==> config.mk <==
export PLATFORM = sky130hd
export DESIGN_NAME = dvf_front
export DESIGN_NICKNAME = d
export VERILOG_FILES = /design/src/dvf_pkg.sv /design/src/dvf_front.sv
export SDC_FILE = /design/constraint.sdc
export NUM_CORES = 1
export LEC_CHECK = 0
export BUFFER_PORTS_ARGS = -buffer_cell sky130_fd_sc_hd__buf_2
export CORE_ASPECT_RATIO = 0.7
export CORE_MARGIN = 2
export CORE_UTILIZATION = 30
export CTS_CLUSTER_SIZE = 10
export DETAILED_ROUTE_END_ITERATION = 12
export GPL_TIMING_DRIVEN = 0
export SLEW_MARGIN = 20
export SYNTH_ARGS = -nofsm -noshare
export SYNTH_HDL_FRONTEND = slang
export SYNTH_SLANG_ARGS = --single-unit
==> constraint.sdc <==
create_clock -name clk -period 3.1 [get_ports clk]
set_clock_uncertainty 0.1 [all_clocks]
set_input_delay 0.62 -clock clk [delete_from_list [all_inputs] [get_ports clk]]
set_output_delay 0.62 -clock clk [all_outputs]
set_load 0.1 [all_outputs]
==> src/dvf_pkg.sv <==
// Shared types, constants and tables for the drum voice finish stage.
package dvf_pkg;

	typedef enum logic [1:0] {
		OP_TICK    = 2'd0,
		OP_TRIGGER = 2'd1,
		OP_GATE    = 2'd2,
		OP_PANIC   = 2'd3
	} op_t;

	typedef struct packed {
		op_t                op;
		logic signed [15:0] dry_sample;
		logic signed [15:0] wet_sample;
		logic [6:0]         velocity;
		logic               gate_level;
	} cmd_t;

	// configuration register indexes
	localparam logic [2:0] CFG_MIX_AMOUNT      = 3'd0;
	localparam logic [2:0] CFG_OUTPUT_LEVEL    = 3'd1;
	localparam logic [2:0] CFG_DECAY_FACTOR    = 3'd2;
	localparam logic [2:0] CFG_RESOLUTION_BITS = 3'd3;
	localparam logic [2:0] CFG_HOLD_COUNT      = 3'd4;

	localparam int CFG_INDEX_W = 3;
	localparam int CFG_DATA_W  = 24;

	localparam logic [15:0] MIX_RESET        = 16'd0;
	localparam logic [15:0] LEVEL_RESET      = 16'd55706;
	localparam logic [23:0] DECAY_RESET      = 24'd16769666;
	localparam logic [4:0]  BITS_RESET       = 5'd16;
	localparam logic [4:0]  HOLD_RESET       = 5'd1;
	localparam logic [6:0]  VELOCITY_RESET   = 7'd100;

	// envelope of 0.00001 in Q0.24
	localparam logic [23:0] ENV_THRESHOLD = 24'd167;

	localparam int QUEUE_DEPTH = 2;

	// quotient bits of the level reconstruction divide
	localparam int DIV_STEPS = 17;

	localparam longint ACCENT_DIV = 635;

	// accent = round((127 + 4*v) * 2^24 / 635), saturated to 24 bits
	function automatic logic [127:0][23:0] build_accent();
		logic [127:0][23:0] tbl;
		longint num;
		for (int v = 0; v < 128; v++) begin
			num = (longint'(127 + 4 * v) <<< 24) + 64'sd317;
			num = num / ACCENT_DIV;
			if (num > 64'sd16777215) num = 64'sd16777215;
			tbl[v] = 24'(num);
		end
		return tbl;
	endfunction

	localparam logic [127:0][23:0] ACCENT_TABLE = build_accent();

endpackage

==> src/dvf_front.sv <==
// Front end: accepts input transfers, decodes them into commands, short queue.
module dvf_front
	import dvf_pkg::*;
(
	input  logic        clk,
	input  logic        arst_n,
	input  logic        s_axis_tvalid,
	output logic        s_axis_tready,
	input  logic [39:0] s_axis_tdata,
	input  logic [1:0]  s_axis_tuser,
	output logic        q_valid,
	output cmd_t        q_cmd,
	input  logic        q_pop
);

	localparam int PTR_W = $clog2(QUEUE_DEPTH);
	localparam int CNT_W = $clog2(QUEUE_DEPTH + 1);

	cmd_t              mem_q [QUEUE_DEPTH];
	logic [PTR_W-1:0]  wr_ptr_q;
	logic [PTR_W-1:0]  rd_ptr_q;
	logic [CNT_W-1:0]  count_q;
	cmd_t              cmd_in;
	logic              push;
	logic              pop;

	always_comb begin
		cmd_in.op         = op_t'(s_axis_tuser);
		cmd_in.dry_sample = s_axis_tdata[15:0];
		cmd_in.wet_sample = s_axis_tdata[31:16];
		cmd_in.velocity   = s_axis_tdata[38:32];
		cmd_in.gate_level = s_axis_tdata[39];
	end

	assign s_axis_tready = (count_q != CNT_W'(QUEUE_DEPTH));
	assign q_valid       = (count_q != '0);
	assign q_cmd         = mem_q[rd_ptr_q];
	assign push          = s_axis_tvalid && s_axis_tready;
	assign pop           = q_pop && q_valid;

	always_ff @(posedge clk) begin
		if (push) mem_q[wr_ptr_q] <= cmd_in;
	end

	always_ff @(posedge clk or negedge arst_n) begin
		if (!arst_n) begin
			wr_ptr_q <= '0;
			rd_ptr_q <= '0;
			count_q  <= '0;
		end else begin
			if (push) begin
				wr_ptr_q <= (wr_ptr_q == PTR_W'(QUEUE_DEPTH - 1)) ? '0 : wr_ptr_q + 1'b1;
			end
			if (pop) begin
				rd_ptr_q <= (rd_ptr_q == PTR_W'(QUEUE_DEPTH - 1)) ? '0 : rd_ptr_q + 1'b1;
			end
			case ({push, pop})
				2'b10:   count_q <= count_q + 1'b1;
				2'b01:   count_q <= count_q - 1'b1;
				default: count_q <= count_q;
			endcase
		end
	end

`ifndef SYNTHESIS
	a_count_bound: assert property (@(posedge clk) disable iff (!arst_n)
		count_q <= CNT_W'(QUEUE_DEPTH))
		else $error("queue count above depth");

	a_pop_nonempty: assert property (@(posedge clk) disable iff (!arst_n)
		q_pop |-> count_q != '0)
		else $error("pop from empty queue");
`endif

endmodule

==> flow_metrics.env <==
export IMPL_result_of_the_run="completed"
export IMPL_fmax_achieved_ghz=0.422
export IMPL_flow_area_growth_from_synthesis_pct=29.8
export IMPL_r2r_worst_path_cells=4
export IMPL_fp_dieW_um=128
export IMPL_yosys_register_bits=88
export IMPL_worst_slew_margin_rel_pct=53.3
export IMPL_syn_num_nets=195
export IMPL_first_global_vias=1761
export IMPL_syn_instance_count=148
export IMPL_cts_htree_levels=3
export IMPL_layoutNonFillerInstCount=388
export IMPL_seq_area_frac_synth_pct=80.6
export IMPL_initial_core_util_pct=31.2
export IMPL_numPlacedInstances=371
export IMPL_timing_final_setup_violations=0
export IMPL_setup_worst_path_class="reg -> out"
export IMPL_finish_net_count=298
export IMPL_synth_largest_area_cell="edfxtp_1"
export IMPL_reg2reg_setup_slack_ps=1140
export IMPL_final_min_clock_period_ps=2370
export IMPL_grt_setup_unrepaired="false"
export IMPL_routed_wl_um=5780
export IMPL_timing_critical_path_to_type="output port"
export IMPL_diodes=0
export IMPL_critical_path_startpoint_type="register"
export IMPL_whs_ps=374
export IMPL_worst_r2r_endpoint="mem_q[0][23]"
export IMPL_timing_max_cap_violations=0
export IMPL_drt_pass1_iterations=4
export IMPL_detailedPlacementHpwl_um=3840
export IMPL_gr_usage_all_layers_pct=10.2
export IMPL_dieArea_um2=11700
export IMPL_synth_warning_count=0
export IMPL_drv_slew=0
export IMPL_vias_per_cell=4.31
export IMPL_layout_filler_cells=973
export IMPL_detail_route_wl_per_cell_um=14.9
export IMPL_clk_transition_reported_paths_ps=60
export IMPL_num_vias=1674
export IMPL_number_of_distinct_standard_cells_referenced_by_the_synthesized_netlist=15
export IMPL_final_period_utilization_pct=76.4
export IMPL_avgSynthCellArea_um2=22.0
export IMPL_placed_cell_area_um2=3910
export IMPL_cts_tree="built"
export IMPL_max_clock_path_buffers=2
export IMPL_syn_cell_area_um2=3250
export IMPL_reg2reg_from="count_q[0]"
export IMPL_worst_setup_path_startpoint="rd_ptr_q"
export IMPL_hold_viol=0
export IMPL_tns_ps=0
export IMPL_rows=31
export IMPL_cts_post_setup_buffers_inserted=0
export IMPL_core_region_area_um2=10400
export IMPL_cts_root_buf="clkbuf_16"
export IMPL_fraction_of_layout_instances_using_a_drive_strength_above_1_pct=60.9
export IMPL_critical_path_arrival_ps=1650
export IMPL_pin_count=90
export IMPL_grt_start_max_net_pins=23
export IMPL_gp_congestion=0.656
export IMPL_grt_antenna_before_repair=0
export IMPL_total_non_filler_cell_area_in_the_finished_layout_um2=4220
export IMPL_critPathCapture="q_cmd[28]"
export IMPL_initialDrtViolationCount=73
export IMPL_port_buffer_count=89
export IMPL_grt_overflow_total=0
export IMPL_area_sequential_um2=2620
export IMPL_route_detailed_drc=0
export IMPL_critical_path_peak_fanout=10
export IMPL_synth_top_cells_by_area="edfxtp_1, mux2_2, dfrtp_1, buf_6, mux2_4"
export IMPL_cts_sink_count=88
export IMPL_number_of_antenna_violating_nets_in_the_routed_design=0
export IMPL_multi_input_comb_area_um2=584
export IMPL_critPathRequiredTime_ps=2380
export IMPL_clock_insertion_delay_worst_skew_ps=330
export IMPL_synthDominantCellAreaShare_pct=77.5
export IMPL_die_height_um=91.1
export IMPL_hold_path_class="in -> reg"
export IMPL_cts_buffers=9
export IMPL_global_route_wire_length_before_repair_um=8770
export IMPL_tightestPinTransition_ps=699
[worst min path at each step]
| stage | from | end | slack (ps) | depth (start not counted) |
|---|---|---|---|---|
| detailed placement | arst_n | wr_ptr_q | 330 | 1 |
| global route | s_axis_tdata[33] | mem_q[1][2] | 350 | 1 |
| floorplan | arst_n | count_q[0] | 220 | 0 |
| finish | s_axis_tdata[7] | mem_q[0][31] | 370 | 1 |
| global placement | arst_n | wr_ptr_q | 330 | 1 |
| CTS | s_axis_tdata[7] | mem_q[1][31] | 360 | 1 |
[cell usage after synthesis]
master	instances
and2_4	1
and3_1	1
buf_6	5
dfrtp_1	4
edfxtp_1	84
ha_1	1
mux2_1	1
mux2_2	39
mux2_4	2
nand2_1	1
nand2b_1	1
nor2_1	2
or2_1	1
xnor2_1	3
xor2_1	2
[through the flow]
stage                     util, %  worst slack, ps
final                        40.5              731
after global routing         40.5              662
after CTS                    40.5              695
after detailed placement     37.5              959
after global placement       37.1              174
after floorplan                 -              200
[cells by family after synthesis]
logic type / count (synthesis) / synth area share (%)
flip-flops: 88 / 80.6
multiplexers: 42 / 14.8
AND/OR/NAND/NOR: 7 / 1.19
XOR/XNOR: 5 / 1.35
buffers and inverters: 5 / 1.73
adder cells (fa/ha/maj): 1 / 0.384
[worst max-delay path, cell delays in order (launching register included)]
cell and delay, ps:
dfrtp_1 370, buf_6 140, buf_6 150, mux2_2 230, buf_2 420
[metal layers]
layer  global-route usage, %  routed length [um]
met5                       0                   0
met4                    3.57                  70
met1                    11.2                2430
met2                    17.0                2860
met3                    5.01                 422
[cell type report]
class	count	area share, %
sequential	88	62.1
multi-input combinational	55	13.8
timing repair buffer	92	11.7
clock buffer	9	5.33
tap	132	3.91
clock inverter	7	1.78
buffer	5	1.33
[what timing repair did]
item	in CTS	in global routing
hold buffers	1	0
hold endpoints to repair	4	0
gates resized for setup	0	0
[registers in the layout, summed over array words and instances (netlist names)]
signal and count:
mem_q 84, wr_ptr_q 1, count_q 2, rd_ptr_q 1
[layout by cell type, fill, tap and decap left out]
cell,instances
buf_2,89
edfxtp_1,84
mux2_2,39
clkbuf_16,9
buf_6,5
inv_6,4
dfrtp_1,4
xnor2_1,3
mux2_4,2
xor2_1,2
clkinv_2,2
buf_12,2
mux2_1,1
or2_1,1
and2_4,1
nand2b_1,1
nand2_1,1
and3_2,1
nor2_4,1
nor2_1,1
ha_1,1
bufinv_16,1
dlygate4sd3_1,1
Power is not shown: default switching activity piles up to over one toggle a cycle in this logic, so the estimate is an artifact.
